`src/tcf_pkg.sv`:
```
// Shared types and constants for the timestamp formatter.
`timescale 1ns / 1ps

package tcf_pkg;

   localparam int COUNT_W    = 64;
   localparam int FREQ_W     = 32;
   localparam int CSR_DATA_W = 64;
   localparam int CSR_IDX_W  = 1;
   localparam int CHAR_W     = 8;
   localparam int STEP_W     = 7;
   localparam int USEC_W     = 20;
   localparam int PROD_W     = FREQ_W + USEC_W;
   localparam int USEC_DIGITS = 6;
   localparam int USEC_BCD_W  = USEC_DIGITS * 4;

   localparam logic [USEC_W-1:0] USEC_PER_SEC = 20'd1000000;

   // divider passes: full count, then remainder * 1e6 (52 significant bits)
   localparam logic [STEP_W-1:0] SEC_STEPS  = 7'd64;
   localparam logic [STEP_W-1:0] USEC_STEPS = 7'd52;
   localparam logic [STEP_W-1:0] USEC_LAST  = 7'd5;

   localparam logic [CHAR_W-1:0] CHAR_ZERO  = 8'h30;
   localparam logic [CHAR_W-1:0] CHAR_SPACE = 8'h20;
   localparam logic [CHAR_W-1:0] CHAR_OPEN  = 8'h5B;
   localparam logic [CHAR_W-1:0] CHAR_CLOSE = 8'h5D;
   localparam logic [CHAR_W-1:0] CHAR_DOT   = 8'h2E;

   typedef enum logic [CSR_IDX_W-1:0] {
      CSR_TICK_FREQUENCY = 1'b0,
      CSR_COUNT_OFFSET   = 1'b1
   } csr_index_type;

   typedef enum logic [3:0] {
      ST_IDLE,
      ST_SEC_DIV,
      ST_USEC_MUL,
      ST_USEC_DIV,
      ST_OPEN,
      ST_SEC_TEXT,
      ST_DOT,
      ST_USEC_TEXT,
      ST_CLOSE,
      ST_TAIL
   } state_type;

   typedef struct packed {
      logic load;
      logic step;
   } div_ctrl_type;

   // double-dabble correction of one BCD digit
   function automatic logic [3:0] bcd_adjust(input logic [3:0] digit);
      bcd_adjust = (digit >= 4'd5) ? digit + 4'd3 : digit;
   endfunction

endpackage

```
`src/tcf_req_if.sv`:
```
// Request channel: one raw timer count per request.
`timescale 1ns / 1ps

interface tcf_req_if;
   logic                         valid;
   logic                         ready;
   logic [tcf_pkg::COUNT_W-1:0]  timer_count;

   modport source (output valid, output timer_count, input ready);
   modport sink   (input valid, input timer_count, output ready);
endinterface

```
`src/tcf_rsp_if.sv`:
```
// Response channel: one timestamp character per transfer.
`timescale 1ns / 1ps

interface tcf_rsp_if;
   logic                         valid;
   logic                         ready;
   logic [tcf_pkg::CHAR_W-1:0]   text_char;
   logic                         last_char;

   modport source (output valid, output text_char, output last_char, input ready);
   modport sink   (input valid, input text_char, input last_char, output ready);
endinterface

```
`src/tcf_serial_div.sv`:
```
// Bit-serial restoring divider: one quotient bit per step, MSB first.
`timescale 1ns / 1ps

module tcf_serial_div (
   input  logic                          clock,
   input  tcf_pkg::div_ctrl_type         ctrl,
   input  logic [tcf_pkg::COUNT_W-1:0]   load_value,
   input  logic [tcf_pkg::FREQ_W-1:0]    divisor,
   output logic                          q_bit,
   output logic [tcf_pkg::FREQ_W-1:0]    remainder
);

   logic [tcf_pkg::COUNT_W-1:0] dividend_ff, dividend_in;
   logic [tcf_pkg::FREQ_W-1:0]  rem_ff, rem_in;
   logic [tcf_pkg::FREQ_W:0]    trial;
   logic [tcf_pkg::FREQ_W:0]    diff;
   logic                        ge;

   assign trial = {rem_ff, dividend_ff[tcf_pkg::COUNT_W-1]};
   assign ge    = trial >= {1'b0, divisor};
   assign diff  = trial - {1'b0, divisor};
   // a zero divisor yields all-zero quotient bits
   assign q_bit     = ge && (divisor != '0);
   assign remainder = rem_ff;

   always_comb begin
      dividend_in = dividend_ff;
      rem_in      = rem_ff;
      if (ctrl.load) begin
         dividend_in = load_value;
         rem_in      = '0;
      end else if (ctrl.step) begin
         dividend_in = {dividend_ff[tcf_pkg::COUNT_W-2:0], 1'b0};
         rem_in      = ge ? diff[tcf_pkg::FREQ_W-1:0] : trial[tcf_pkg::FREQ_W-1:0];
      end
   end

   always_ff @(posedge clock) begin
      dividend_ff <= dividend_in;
      rem_ff      <= rem_in;
   end

endmodule

```
`src/timer_count_timestamp_formatter.sv`:
```
// Top level: timer count to "[sssss.uuuuuu] " text, one character per response.
//
//   channel  dir  handshake        payload
//   req      in   valid/ready      timer_count[63:0]
//   rsp      out  valid/ready      text_char[7:0], last_char
//   csr      in   csr_wr_en        csr_index[0:0], csr_wdata[63:0]
//
// For each request the shared bit-serial divider runs one pass over the 64-bit
// count and one over the 52-bit microsecond product, while BCD digits build up
// alongside it. Characters then leave one per cycle through an output register
// while rsp is not stalled and no leading zero is being skipped.
// A new request is taken while the last character still waits in that register.
// Synchronous reset clears the control state and both configuration registers.
`timescale 1ns / 1ps

module timer_count_timestamp_formatter #(
   parameter int SECONDS_DIGITS    = 15,
   parameter int MIN_SECONDS_WIDTH = 5
) (
   input  logic                             clock,
   input  logic                             reset,
   tcf_req_if.sink                          req,
   tcf_rsp_if.source                        rsp,
   input  logic                             csr_wr_en,
   input  logic [tcf_pkg::CSR_IDX_W-1:0]    csr_index,
   input  logic [tcf_pkg::CSR_DATA_W-1:0]   csr_wdata
);

   localparam int SEC_BCD_W = SECONDS_DIGITS * 4;
   localparam int SEC_W     = (SECONDS_DIGITS > MIN_SECONDS_WIDTH) ?
                              SECONDS_DIGITS : MIN_SECONDS_WIDTH;
   localparam int K_W       = $clog2(SEC_W);

   localparam logic [K_W-1:0] K_START = K_W'(SEC_W - 1);
   localparam logic [K_W:0]   K_SD    = (K_W+1)'(SECONDS_DIGITS);
   localparam logic [K_W:0]   K_MSW   = (K_W+1)'(MIN_SECONDS_WIDTH);

   tcf_pkg::state_type state_ff, state_in;

   logic [tcf_pkg::FREQ_W-1:0]   freq_ff, freq_in;
   logic [tcf_pkg::COUNT_W-1:0]  offset_ff, offset_in;

   logic [tcf_pkg::STEP_W-1:0]   step_ff, step_in;
   logic [K_W-1:0]               sec_k_ff, sec_k_in;
   logic                         nz_seen_ff, nz_seen_in;
   logic                         sec_hi_ff, sec_hi_in;
   logic [SEC_BCD_W-1:0]         sec_bcd_ff, sec_bcd_in;
   logic [tcf_pkg::USEC_BCD_W-1:0] usec_bcd_ff, usec_bcd_in;

   logic                         rsp_valid_ff, rsp_valid_in;
   logic [tcf_pkg::CHAR_W-1:0]   rsp_char_ff, rsp_char_in;
   logic                         rsp_last_ff, rsp_last_in;

   tcf_pkg::div_ctrl_type        div_ctrl;
   logic [tcf_pkg::COUNT_W-1:0]  div_load;
   logic                         q_bit;
   logic [tcf_pkg::FREQ_W-1:0]   div_rem;
   logic [tcf_pkg::PROD_W-1:0]   usec_prod;

   logic [SEC_BCD_W-1:0]         sec_adj;
   logic [tcf_pkg::USEC_BCD_W-1:0] usec_adj;
   logic [3:0]                   sec_top;
   logic [3:0]                   usec_top;
   logic                         out_free;
   logic                         emit;
   logic [tcf_pkg::CHAR_W-1:0]   emit_char;
   logic                         emit_last;
   logic                         in_pad;
   logic                         started;

   tcf_serial_div u_div (
      .clock      (clock),
      .ctrl       (div_ctrl),
      .load_value (div_load),
      .divisor    (freq_ff),
      .q_bit      (q_bit),
      .remainder  (div_rem)
   );

   assign usec_prod = div_rem * tcf_pkg::USEC_PER_SEC;
   assign sec_top   = sec_bcd_ff[SEC_BCD_W-1 -: 4];
   assign usec_top  = usec_bcd_ff[tcf_pkg::USEC_BCD_W-1 -: 4];
   assign out_free  = !rsp_valid_ff || rsp.ready;
   assign in_pad    = {1'b0, sec_k_ff} >= K_SD;
   assign started   = sec_hi_ff || nz_seen_ff || (sec_top != 4'd0) || (sec_k_ff == '0);

   assign req.ready     = (state_ff == tcf_pkg::ST_IDLE);
   assign rsp.valid     = rsp_valid_ff;
   assign rsp.text_char = rsp_char_ff;
   assign rsp.last_char = rsp_last_ff;

   always_comb begin
      for (int i = 0; i < SECONDS_DIGITS; i++) begin
         sec_adj[i*4 +: 4] = tcf_pkg::bcd_adjust(sec_bcd_ff[i*4 +: 4]);
      end
      for (int i = 0; i < tcf_pkg::USEC_DIGITS; i++) begin
         usec_adj[i*4 +: 4] = tcf_pkg::bcd_adjust(usec_bcd_ff[i*4 +: 4]);
      end
   end

   // configuration writes
   always_comb begin
      freq_in   = freq_ff;
      offset_in = offset_ff;
      if (csr_wr_en) begin
         unique case (csr_index)
            tcf_pkg::CSR_TICK_FREQUENCY: freq_in   = csr_wdata[tcf_pkg::FREQ_W-1:0];
            tcf_pkg::CSR_COUNT_OFFSET:   offset_in = csr_wdata;
            default:                     ;
         endcase
      end
   end

   always_comb begin
      state_in     = state_ff;
      step_in      = step_ff;
      sec_k_in     = sec_k_ff;
      nz_seen_in   = nz_seen_ff;
      sec_hi_in    = sec_hi_ff;
      sec_bcd_in   = sec_bcd_ff;
      usec_bcd_in  = usec_bcd_ff;
      div_ctrl     = '0;
      div_load     = req.timer_count + offset_ff;
      emit         = 1'b0;
      emit_char    = tcf_pkg::CHAR_SPACE;
      emit_last    = 1'b0;

      unique case (state_ff)
         tcf_pkg::ST_IDLE: begin
            if (req.valid) begin
               div_ctrl.load = 1'b1;
               step_in       = '0;
               nz_seen_in    = 1'b0;
               sec_hi_in     = 1'b0;
               sec_bcd_in    = '0;
               usec_bcd_in   = '0;
               state_in      = tcf_pkg::ST_SEC_DIV;
            end
         end
         tcf_pkg::ST_SEC_DIV: begin
            div_ctrl.step = 1'b1;
            // digits above the kept ones only matter as nonzero or not
            sec_hi_in  = sec_hi_ff | sec_adj[SEC_BCD_W-1];
            sec_bcd_in = {sec_adj[SEC_BCD_W-2:0], q_bit};
            step_in    = step_ff + 1'b1;
            if (step_ff == tcf_pkg::SEC_STEPS - 1'b1) begin
               state_in = tcf_pkg::ST_USEC_MUL;
            end
         end
         tcf_pkg::ST_USEC_MUL: begin
            div_ctrl.load = 1'b1;
            div_load = {usec_prod, (tcf_pkg::COUNT_W - tcf_pkg::PROD_W)'(0)};
            step_in  = '0;
            state_in = tcf_pkg::ST_USEC_DIV;
         end
         tcf_pkg::ST_USEC_DIV: begin
            div_ctrl.step = 1'b1;
            usec_bcd_in = {usec_adj[tcf_pkg::USEC_BCD_W-2:0], q_bit};
            step_in     = step_ff + 1'b1;
            if (step_ff == tcf_pkg::USEC_STEPS - 1'b1) begin
               state_in = tcf_pkg::ST_OPEN;
            end
         end
         tcf_pkg::ST_OPEN: begin
            emit_char = tcf_pkg::CHAR_OPEN;
            if (out_free) begin
               emit     = 1'b1;
               sec_k_in = K_START;
               state_in = tcf_pkg::ST_SEC_TEXT;
            end
         end
         tcf_pkg::ST_SEC_TEXT: begin
            if (in_pad) begin
               if (out_free) begin
                  emit     = 1'b1;
                  sec_k_in = sec_k_ff - 1'b1;
               end
            end else if (started) begin
               emit_char = tcf_pkg::CHAR_ZERO + {4'd0, sec_top};
               if (out_free) begin
                  emit       = 1'b1;
                  nz_seen_in = 1'b1;
                  sec_bcd_in = {sec_bcd_ff[SEC_BCD_W-5:0], 4'd0};
                  sec_k_in   = sec_k_ff - 1'b1;
                  if (sec_k_ff == '0) begin
                     state_in = tcf_pkg::ST_DOT;
                  end
               end
            end else if ({1'b0, sec_k_ff} < K_MSW) begin
               if (out_free) begin
                  emit       = 1'b1;
                  sec_bcd_in = {sec_bcd_ff[SEC_BCD_W-5:0], 4'd0};
                  sec_k_in   = sec_k_ff - 1'b1;
               end
            end else begin
               // leading zero beyond the minimum width: no character
               sec_bcd_in = {sec_bcd_ff[SEC_BCD_W-5:0], 4'd0};
               sec_k_in   = sec_k_ff - 1'b1;
            end
         end
         tcf_pkg::ST_DOT: begin
            emit_char = tcf_pkg::CHAR_DOT;
            if (out_free) begin
               emit     = 1'b1;
               step_in  = '0;
               state_in = tcf_pkg::ST_USEC_TEXT;
            end
         end
         tcf_pkg::ST_USEC_TEXT: begin
            emit_char = tcf_pkg::CHAR_ZERO + {4'd0, usec_top};
            if (out_free) begin
               emit        = 1'b1;
               usec_bcd_in = {usec_bcd_ff[tcf_pkg::USEC_BCD_W-5:0], 4'd0};
               step_in     = step_ff + 1'b1;
               if (step_ff == tcf_pkg::USEC_LAST) begin
                  state_in = tcf_pkg::ST_CLOSE;
               end
            end
         end
         tcf_pkg::ST_CLOSE: begin
            emit_char = tcf_pkg::CHAR_CLOSE;
            if (out_free) begin
               emit     = 1'b1;
               state_in = tcf_pkg::ST_TAIL;
            end
         end
         tcf_pkg::ST_TAIL: begin
            emit_last = 1'b1;
            if (out_free) begin
               emit     = 1'b1;
               state_in = tcf_pkg::ST_IDLE;
            end
         end
         default: begin
            state_in = tcf_pkg::ST_IDLE;
         end
      endcase
   end

   // output register
   always_comb begin
      rsp_valid_in = rsp_valid_ff && !rsp.ready;
      rsp_char_in  = rsp_char_ff;
      rsp_last_in  = rsp_last_ff;
      if (emit) begin
         rsp_valid_in = 1'b1;
         rsp_char_in  = emit_char;
         rsp_last_in  = emit_last;
      end
   end

   always_ff @(posedge clock) begin
      if (reset) begin
         state_ff     <= tcf_pkg::ST_IDLE;
         rsp_valid_ff <= 1'b0;
         freq_ff      <= '0;
         offset_ff    <= '0;
      end else begin
         state_ff     <= state_in;
         rsp_valid_ff <= rsp_valid_in;
         freq_ff      <= freq_in;
         offset_ff    <= offset_in;
      end
   end

   always_ff @(posedge clock) begin
      step_ff     <= step_in;
      sec_k_ff    <= sec_k_in;
      nz_seen_ff  <= nz_seen_in;
      sec_hi_ff   <= sec_hi_in;
      sec_bcd_ff  <= sec_bcd_in;
      usec_bcd_ff <= usec_bcd_in;
      rsp_char_ff <= rsp_char_in;
      rsp_last_ff <= rsp_last_in;
   end

endmodule
```
`src/flat_wrapper.sv`:
```
// flat-port wrapper written by rule: the top's interface ports become plain ports
module timer_count_timestamp_formatter_flat 
#(
   parameter int SECONDS_DIGITS    = 15,
   parameter int MIN_SECONDS_WIDTH = 5
)
  (clock, reset, csr_wr_en, csr_index, csr_wdata, req_valid, req_timer_count, req_ready, rsp_valid, rsp_text_char, rsp_last_char, rsp_ready);
  tcf_req_if req_i ();
  tcf_rsp_if rsp_i ();
  input  logic clock;
  input  logic reset;
  input  logic csr_wr_en;
  input  logic [tcf_pkg::CSR_IDX_W-1:0] csr_index;
  input  logic [tcf_pkg::CSR_DATA_W-1:0] csr_wdata;
  input wire logic [$bits(req_i.valid)-1:0] req_valid;
  input wire logic [$bits(req_i.timer_count)-1:0] req_timer_count;
  output wire logic [$bits(req_i.ready)-1:0] req_ready;
  output wire logic [$bits(rsp_i.valid)-1:0] rsp_valid;
  output wire logic [$bits(rsp_i.text_char)-1:0] rsp_text_char;
  output wire logic [$bits(rsp_i.last_char)-1:0] rsp_last_char;
  input wire logic [$bits(rsp_i.ready)-1:0] rsp_ready;
  assign req_i.valid = req_valid;
  assign req_i.timer_count = req_timer_count;
  assign req_ready = req_i.ready;
  assign rsp_valid = rsp_i.valid;
  assign rsp_text_char = rsp_i.text_char;
  assign rsp_last_char = rsp_i.last_char;
  assign rsp_i.ready = rsp_ready;
  timer_count_timestamp_formatter #(.SECONDS_DIGITS(SECONDS_DIGITS), .MIN_SECONDS_WIDTH(MIN_SECONDS_WIDTH)) u_core (.clock(clock), .reset(reset), .req(req_i), .rsp(rsp_i), .csr_wr_en(csr_wr_en), .csr_index(csr_index), .csr_wdata(csr_wdata));
endmodule
```
`config.mk`:
```
export PLATFORM = sky130hd
export DESIGN_NAME = timer_count_timestamp_formatter_flat
export DESIGN_NICKNAME = d
export VERILOG_FILES = /design/src/tcf_pkg.sv /design/src/tcf_req_if.sv /design/src/tcf_rsp_if.sv /design/src/tcf_serial_div.sv /design/src/timer_count_timestamp_formatter.sv /design/src/flat_wrapper.sv
export SDC_FILE = /design/constraint.sdc
export NUM_CORES = 1
export LEC_CHECK = 0
export ABC_CLOCK_PERIOD_IN_PS = 18400
export BUFFER_PORTS_ARGS = -buffer_cell sky130_fd_sc_hd__buf_2
export CAP_MARGIN = 20
export CORE_ASPECT_RATIO = 1.1
export CORE_MARGIN = 4
export CORE_UTILIZATION = 40
export CTS_CLUSTER_SIZE = 12
export DETAILED_ROUTE_END_ITERATION = 10
export SYNTH_ARGS = -nofsm -noshare
export SYNTH_HDL_FRONTEND = slang
export SYNTH_SLANG_ARGS = --single-unit
```
`constraint.sdc`:
```
create_clock -name clock -period 18.4 [get_ports clock]
set_input_delay 2.76 -clock clock [delete_from_list [all_inputs] [get_ports clock]]
set_output_delay 2.76 -clock clock [all_outputs]
set_load 0.02 [all_outputs]
```
### Yosys cells after proc, flatten, opt, wreduce, memory -nomap -nowiden

Cells that the tools add are included.

| word-level totals | value |
|---|---|
| register bits | 303 |
| output and inout bits | 11 |
| logic and storage cells | 200 |

| cells by class | value |
|---|---|
| add/subtract/negate cells | 27 |
| $mul | 1 |
| $lt $le $gt $ge | 24 |
| equal/unequal tests | 25 |
| multiplexer cells | 77 |
| bitwise logic cells | 2 |
| reductions and logical operators | 30 |

Operators by type and width:

| operator | number |
|---|---|
| 2-to-1 mux 60 bit | 5 |
| 2-to-1 mux 64 bit | 3 |
| case mux 60 bit (3 select lines) | 1 |
| 2-to-1 mux 4 bit | 38 |
| greater-or-equal comparator 4 x 3 -> 1 bit (second input constant) | 21 |
| adder 4 x 2 -> 4 bit (second input constant) | 20 |
| case mux 24 bit (3 select lines) | 1 |
| adder 64 bit | 1 |
| 2-to-1 mux 24 bit | 2 |
| multiplier 32 x 14 -> 46 bit (second input constant) | 1 |
| case mux 4 bit (10 select lines) | 1 |
| case mux 8 bit (5 select lines) | 1 |
| case mux 7 bit (5 select lines) | 1 |
| greater-or-equal comparator 33 x 32 -> 1 bit | 1 |
| 2-to-1 mux 32 bit | 1 |
| nonzero test 32 bit | 1 |
| subtractor 32 bit | 1 |
| != test 2 x 1 -> 1 bit (second input constant) | 11 |
| 2-to-1 mux 7 bit | 3 |
| equality test 4 x 3 -> 1 bit (second input constant) | 4 |
| 2-to-1 mux 8 bit | 2 |
| adder 6 x 4 -> 7 bit (first input constant) | 2 |
| equality test 7 x 6 -> 1 bit (second input constant) | 2 |
| AND reduction 13 bit | 1 |
| 30 further kinds | 61 |

### Logic depth before layout (Yosys ltp)

Gate-level depths: netlist of run 1.

| logic depth | value |
|---|---|
| depth in word-level cells | 8 |
| gate-level depth with buffers | 22 |
| gate-level depth less buffers | 21 |

### Hierarchy

From an unflattened synthesis of run 1, not the netlist that was laid out.

| unflattened totals | value |
|---|---|
| cell total of the unflattened synthesis | 3,260 |
| area total of the unflattened synthesis | 28,068.2 µm² |

Modules (own cells, without submodules):

| module | instances | cells an instance | area an instance (µm²) |
|---|---|---|---|
| timer_count_timestamp_formatter | 1 | 2,599 | 21,689.6 |
| tcf_serial_div | 1 | 661 | 6,378.6 |

### Worst setup path after synthesis of run 1

Ideal clock, no wire load.

| path | value |
|---|---|
| path type | input port to flip-flop |
| start | input req_valid |
| end | register u_core.sec_bcd_ff[0], enable pin |
| library setup time | 552 ps |
| data arrival time | 7,046 ps |
| data required time | 17,848 ps |
| path slack | 10,803 ps |
| stages on the path | 3 |
| path through | nor2b_1 -> a21oi_1 -> nor3_1 |

| on the way | value |
|---|---|
| word-level cells in the longest chain between the ends | 2 |

RTL lines:

| element | line | RTL |
|---|---|---|
| start, declared | flat_wrapper.sv:15 | `input wire logic [$bits(req_i.valid)-1:0] req_valid;` |
| != test 2 bit (no line) | - |  |
| AND reduction 3 bit (no line) | - |  |
| end signal, assigned | timer_count_timestamp_formatter.sv:271 | `sec_bcd_ff <= sec_bcd_in;` |
| end, declared | timer_count_timestamp_formatter.sv:47 | `logic [SEC_BCD_W-1:0] sec_bcd_ff, sec_bcd_in;` |

No other way between the ends.
A chain may end at the register's enable or synchronous reset.

### Final worst setup path of run 1

| path | value |
|---|---|
| start | register u_core.u_div.rem_ff (netlist bit u_core.u_div.remainder[4]) |
| end | register u_core.u_div.dividend_ff[62] in the netlist's numbering, data pin |

| on the way | value |
|---|---|
| word-level cells in the longest chain between the ends | 3 |

RTL lines:

| element | line | RTL |
|---|---|---|
| start, declared | tcf_serial_div.sv:14 | `logic [tcf_pkg::FREQ_W-1:0] rem_ff, rem_in;` |
| start signal, assigned | tcf_serial_div.sv:40 | `rem_ff <= rem_in;` |
| multiplier 32 x 14 -> 46 bit | timer_count_timestamp_formatter.sv:80 | `assign usec_prod = div_rem * tcf_pkg::USEC_PER_SEC;` |
| 2-to-1 mux 64 bit | timer_count_timestamp_formatter.sv:128 | `unique case (state_ff)` |
| 2-to-1 mux 64 bit | tcf_serial_div.sv:29 | `if (ctrl.load) begin` |
| via u_core.u_div.dividend_in, one bit | tcf_serial_div.sv:13 | `logic [tcf_pkg::COUNT_W-1:0] dividend_ff, dividend_in;` |
| end signal, assigned | tcf_serial_div.sv:39 | `dividend_ff <= dividend_in;` |
| end, declared | tcf_serial_div.sv:13 |  |

The timed path passes the listed nets, and every way through them passes these cells.

==> impl_metrics.toml, run 1 <==
[floorplan]
die_width_um = 256.8
start_util_pct = 40.30
coreArea_mm2 = 0.06756
std_cell_rows = 100
io_pins = 145
dieHeight_um = 281.7
die-area_mm2 = 0.07232

[clock_tree]
cts_resized = 0
cts.path.max_buffers = 3
cts_buffers = 38
post_cts_buffers = 0
cts_hold_buffers = 0
clk_latency_ns = 0.57
clockRootBuffer = "clkbuf_16"
htreeDepth = 2
numClockSinks = 302
path_clk_slew_ns = 0.06
cts_tree = "yes"

[routing]
drt_pass1_iterations = 6
ant_nets = 0
wl_per_cell_um = 17.57
wirelength_mm = 72.05
via_per_inst = 5.493
drc = 0
vias = 22520
drtIter0Drc = 1423

[critical_path]
cp.arrival_ns = 7.08
crit_buf_inv = 4
r2r-end = "u_core.u_div.dividend_ff[62]$_DFFE_PP_"
r2r_setup_slack_ns = 11.61
crit_chain = "inv_1 -> fa_1 -> inv_1 -> fa_1 -> fa_1 -> fa_1 -> ha_1 -> inv_1 -> fa_1 -> inv_1 -> ha_1 -> a211o_1 -> a211oi_1 -> o21ai_0 -> nand3_1 -> o211a_1 -> o21ai_0 -> a221oi_1 -> o21ai_0 -> a221oi_1 -> o21ai_0"
crit_slowest_cell = "fa_1"
critical_path.top_delay_family = "adder cells"
cpMostUsedCell = "fa_1"
r2r_cells = 21
end_kind = "flop"
worstPathRequired_ns = 18.70
worst_setup_path_start_kind = "flop"
path_class = "flop to flop"
r2r-start = "u_core.u_div.remainder[4]$_SDFFE_PP0P_"
crit_fanout = 7
max_stage_delay_ns = 0.58

[status]
status = "complete, no violations"

[final_layout]
layout_commonest_cell = "a21oi_1"
drive_gt1_share_pct = 8.228
antennaDiodeCount = 0
final_nets = 3769
area_growth_pct = 9.989
final_cell_mix = "394 x a21oi_1, 335 x nand2_1, 303 x inv_1"

[yosys]
synth_nets = 3701
synth.area.top_cells = "edfxtp_1 19%, ha_1 14%, fa_1 10%, dfxtp_1 9.8%, a21oi_1 7.3%"
async_reset_ff_share_pct = 0
yosysWarningCount = 0
netlist_area_mm2 = 0.02723
ys_seq_area_share_pct = 28.41
yosysTopAreaCell = "edfxtp_1"
synth_area_per_cell_um2 = 8.686
synth_edf_count = 169
yosys_register_bits = 302
synth_flop_cell = "edfxtp_1"
synth_top_area_share_pct = 18.64
synthDistinctLibCells = 90
netlist_instances = 3135

[timing]
slew_violations = 0
post-route-period-util_pct = 36.88
max_freq_mhz = 147.4
rsz0062_at_grt = "no"
tightest_slew_ns = 1.014
period_minus_slack_ns = 6.785
maxSlewHeadroom_pct = 32.26
setup_total_negative_slack_ns = 0
clock_skew_ns = 0.01783
hold_viol = 0
finalSetupViolations = 0

[placement]
gp_congestion = 0.9312
port-buffer-count = 143
dp_hpwl_mm = 54.55

[min_path]
worst_hold_path.endpoint = "u_core.offset_ff[12]$_SDFFE_PP0P_"
hold_path_depth = 2
hold_path_startpoint = "u_core.offset_ff[12]$_SDFFE_PP0P_"
hold_path_class = "flop to flop"

[global_route]
grt_pass1_vias = 21640
grt_start_max_net_pins = 86
grt_usage_pct = 19.31
overflow = 0
antenna_found_initial = 0
grt_pass1_wl_mm = 115.4

[job]
cap_violations = 0
kinds of logic (layout without fill, tap and decap cells):
group                      after synthesis  after routing  synth area share [%]
AOI/OAI and AO/OA                      918            918                 20.29
xor gates and xnor gates               148            148                 4.760
adders and majority gates              432            432                 23.63
buffers and inverters                  440            538                 6.364
DFF                                    302            302                 28.41
muxes                                   63             63                 2.320
other                                    1              1               0.01377
and+or+nand+nor                        831            831                 14.21
registers in the layout, summed over array words and instances, names as in the netlist, 4 cells and up:
register                  cells
u_core.u_div.remainder       32
u_core.step_ff                7
u_core.sec_bcd_ff            60
u_core.rsp.text_char          7
u_core.u_div.dividend_ff     64
u_core.offset_ff             64
u_core.sec_k_ff               4
u_core.usec_bcd_ff           24
u_core.state_ff               4
u_core.freq_ff               32
Yosys cell counts (all sizes together), types with 9 or more instances:
| library cell | number |
|---|---|
| nand2 | 340 |
| nor3 | 37 |
| a31oi | 15 |
| nor4 | 12 |
| xnor2 | 89 |
| a21o | 72 |
| nand4 | 40 |
| mux2i | 62 |
| edfxtp | 169 |
| nor3b | 31 |
| or3 | 9 |
| dfxtp | 133 |
| o22ai | 92 |
| inv | 304 |
| nor2b | 35 |
| nor2 | 178 |
| nand2b | 31 |
| xor2 | 59 |
| o31ai | 13 |
| a21oi | 396 |
| fa | 137 |
| a211oi | 26 |
| nand3 | 63 |
| and2 | 15 |
| clkbuf | 112 |
| o21bai | 26 |
| and3 | 19 |
| buf | 20 |
| a22oi | 24 |
| o21a | 17 |
| o21ai | 162 |
| ha | 295 |
| o211ai | 9 |
worst register-to-register path, stage by stage, from the launching register on:
cell and delay, ns:
dfxtp_1 0.49, inv_1 0.19, fa_1 0.56, inv_1 0.06
fa_1 0.50, fa_1 0.58, fa_1 0.42, ha_1 0.28
inv_1 0.05, fa_1 0.52, inv_1 0.05, ha_1 0.37
a211o_1 0.32, a211oi_1 0.27, o21ai_0 0.17, nand3_1 0.19
o211a_1 0.22, o21ai_0 0.18, a221oi_1 0.57, o21ai_0 0.17
a221oi_1 0.26, o21ai_0 0.12
per-layer routing:
layer	up-vias	routed length, um	global-route usage [%]
met2	410	33590	31.97
met4	0	1827	5.190
met3	80	3121	3.027
met5	-	0	0
met1	10800	33510	26.54
li1	11240	-	-
layout make-up:
type                            count  area (um^2)
Clock inverter                     13        123.9
Inverter                          304         1142
Timing Repair Buffer              164        895.9
Multi-Input combinational cell   2393        17800
Sequential cell                   302         7737
Fill cell                        6767        37610
Tap cell                          867         1085
Clock buffer                       57         1165
worst max path at each step:
| stage | from | to | slack (ns) | depth (start not counted) |
|---|---|---|---|---|
| after global placement | u_core.u_div.remainder[4]$_SDFFE_PP0P_ | u_core.u_div.dividend_ff[62]$_DFFE_PP_ | 11.77 | 21 |
| final | u_core.u_div.remainder[4]$_SDFFE_PP0P_ | u_core.u_div.dividend_ff[62]$_DFFE_PP_ | 11.61 | 21 |
| after global routing | u_core.u_div.remainder[4]$_SDFFE_PP0P_ | u_core.u_div.dividend_ff[62]$_DFFE_PP_ | 11.10 | 21 |
| after CTS | u_core.u_div.remainder[4]$_SDFFE_PP0P_ | u_core.u_div.dividend_ff[62]$_DFFE_PP_ | 11.57 | 21 |
| after detailed placement | u_core.u_div.remainder[4]$_SDFFE_PP0P_ | u_core.u_div.dividend_ff[62]$_DFFE_PP_ | 11.56 | 21 |
| after floorplan | req_valid | u_core.sec_bcd_ff[0]$_DFFE_PP_ | 10.80 | 3 |
per-stage QoR:
step / utilization [%] / cell area [um^2] / setup WS [ns] / instances / hold WS, ns
after floorplan: - / 27230 / 10.80 / 3135 / 0.4400
after global placement: 42.38 / 28640 / 11.77 / 4029 / 0.4461
after detailed placement: 42.38 / 28640 / 11.56 / 4029 / 0.4516
after CTS: 44.29 / 29920 / 11.57 / 4099 / 0.4598
after global routing: 44.33 / 29950 / 11.10 / 4100 / 0.4795
final: 44.33 / 29950 / 11.61 / 4100 / 0.4554
Power of run 1 is not shown: default switching activity piles up to over one toggle a cycle in this logic, so the estimate is an artifact.
==> run 2, diff against run 1 <==
Settings changed: ABC_CLOCK_PERIOD_IN_PS 18400 to 5850.
Clock period 18.4 ns to 5.85 ns, I/O delays scaled along.
==> run 2 against run 1 <==
Worst setup slack got worse by 12 ns. Final area increased by 3.9%. Sequential share of layout area decreased by 0.93 points. Die area unchanged. Non-clock buffer count increased by 116. Clock-buffer cell count decreased by 5.
==> impl_metrics.toml, run 2 (synthesis results as in run 1) <==
[status]
status = "complete, no violations"

[floorplan]
dieHeight_um = 281.7
start_util_pct = 40.30
io_pins = 145
die-area_mm2 = 0.07232
std_cell_rows = 100
die_width_um = 256.8
coreArea_mm2 = 0.06756

[clock_tree]
numClockSinks = 302
cts.path.max_buffers = 3
clk_latency_ns = 0.58
cts_tree = "yes"
clockRootBuffer = "clkbuf_16"
path_clk_slew_ns = 0.06
htreeDepth = 2
cts_hold_buffers = 0
cts_buffers = 39

[min_path]
hold_path_class = "flop to flop"
hold_path_startpoint = "u_core.offset_ff[12]$_SDFFE_PP0P_"
hold_path_depth = 2
worst_hold_path.endpoint = "u_core.offset_ff[12]$_SDFFE_PP0P_"

[placement]
port-buffer-count = 143
dp_hpwl_mm = 55.79
gp_congestion = 0.9158

[global_route]
grt_pass1_wl_mm = 118.1
antenna_found_initial = 1
grt_start_max_net_pins = 86
grt_usage_pct = 19.73
overflow = 0
grt_pass1_vias = 22640

[timing]
max_freq_mhz = 172.6
tightest_slew_ns = 1.092
rsz0062_at_grt = "yes"
post-route-period-util_pct = 99.06
period_minus_slack_ns = 5.795
finalSetupViolations = 0
maxSlewHeadroom_pct = 27.20
slew_violations = 0
hold_viol = 0
whs_ns = 0.4580
clock_skew_ns = 0.03353

[final_layout]
area_growth_pct = 14.29
layout_commonest_cell = "a21oi_1"
final_cell_mix = "386 x a21oi_1, 335 x nand2_1, 283 x inv_1"
top_regs = "u_core.offset_ff x64, u_core.u_div.dividend_ff x64, u_core.sec_bcd_ff x60"
drive_gt1_share_pct = 13.50
final_nets = 3886

[routing]
wirelength_mm = 73.47
drc = 0
via_per_inst = 5.463
wl_per_cell_um = 17.42
drtIter0Drc = 1435
vias = 23040
ant_nets = 0
drt_pass1_iterations = 5

[job]
cap_violations = 0

[critical_path]
end_kind = "flop"
cp.arrival_ns = 6.09
r2r-start = "u_core.u_div.remainder[4]$_SDFFE_PP0P_"
worst_setup_path_start_kind = "flop"
r2r_cells = 21
crit_fanout = 4
r2r-end = "u_core.u_div.dividend_ff[62]$_DFFE_PP_"
r2r_setup_slack_ns = 0.05
path_class = "flop to flop"
worstPathRequired_ns = 6.15
run 2: cell count changes in the layout (fill, tap and decap cells not counted), sizes merged:
cell / change
buf: +116
clkbuf: -5
clkinv: +2
bufinv: +1
clkinvlp: +1
diode: +1
inv: +1
run 2: critical path, stage by stage (launching register included):
cell and delay [ns]:
dfxtp_2 0.36, inv_4 0.06, fa_1 0.56, inv_2 0.04, fa_1 0.45, fa_1 0.51
fa_1 0.42, ha_1 0.30, inv_2 0.04, fa_1 0.53, inv_2 0.05, ha_4 0.23
a211o_1 0.30, a211oi_2 0.22, o211ai_1 0.13, nand3_1 0.18, o211a_1 0.26, o21ai_4 0.08
a221oi_4 0.36, o21ai_1 0.12, a221oi_1 0.23, o21ai_1 0.10
run 2: worst max-delay path by stage:
stage / start / end / cells after the start
6_report: u_core.u_div.remainder[4]$_SDFFE_PP0P_ / u_core.u_div.dividend_ff[62]$_DFFE_PP_ / 21
5_1_grt: u_core.u_div.remainder[4]$_SDFFE_PP0P_ / u_core.u_div.dividend_ff[62]$_DFFE_PP_ / 21
4_1_cts: u_core.u_div.remainder[10]$_SDFFE_PP0P_ / u_core.u_div.dividend_ff[63]$_DFFE_PP_ / 21
2_1_floorplan: u_core.u_div.remainder[4]$_SDFFE_PP0P_ / u_core.u_div.dividend_ff[62]$_DFFE_PP_ / 21
3_5_place_dp: u_core.u_div.remainder[4]$_SDFFE_PP0P_ / u_core.u_div.dividend_ff[62]$_DFFE_PP_ / 21
3_3_place_gp: u_core.u_div.remainder[4]$_SDFFE_PP0P_ / u_core.u_div.dividend_ff[62]$_DFFE_PP_ / 21
run 2: metrics by stage:
stage | setup TNS [ns] | util [%] | setup slack [ns] | cell area, um^2 | instances
6_report | 0 | 46.06 | 0.05485 | 31120 | 4217
5_1_grt | -0.5233 | 46.06 | -0.1814 | 31120 | 4217
4_1_cts | 0 | 45.68 | 0.003188 | 30860 | 4209
3_5_place_dp | -1.789 | 43.60 | -0.3432 | 29460 | 4137
3_3_place_gp | -0.9519 | 43.60 | -0.2342 | 29460 | 4137
2_1_floorplan | -0.04240 | - | -0.04211 | 27250 | 3135
run 2: final cells by class:
type / count / area [um^2]
Antenna cell: 1 / 2.502
Clock buffer: 52 / 1095
Clock inverter: 18 / 196.4
Fill cell: 6720 / 36440
Inverter: 304 / 1147
Multi-Input combinational cell: 2393 / 18100
Sequential cell: 302 / 7750
Tap cell: 867 / 1085
Timing Repair Buffer: 280 / 1750
run 2: what timing repair did:
item                       4_1_cts  5_1_grt
setup endpoints to repair       12       15
setup buffers                    2        8
resized for setup               29       50
pin swaps                       30       49
gates cloned                     0        0
run 2: routing by layer:
metal,GRT usage (%),vias up,share of wire [%]
met5,0,-,0
met2,33.18,445,47
met4,4.505,0,2.0
met3,3.126,99,4.6
met1,26.99,11020,46
li1,-,11480,-
Power of run 2 is left out for the same reason.
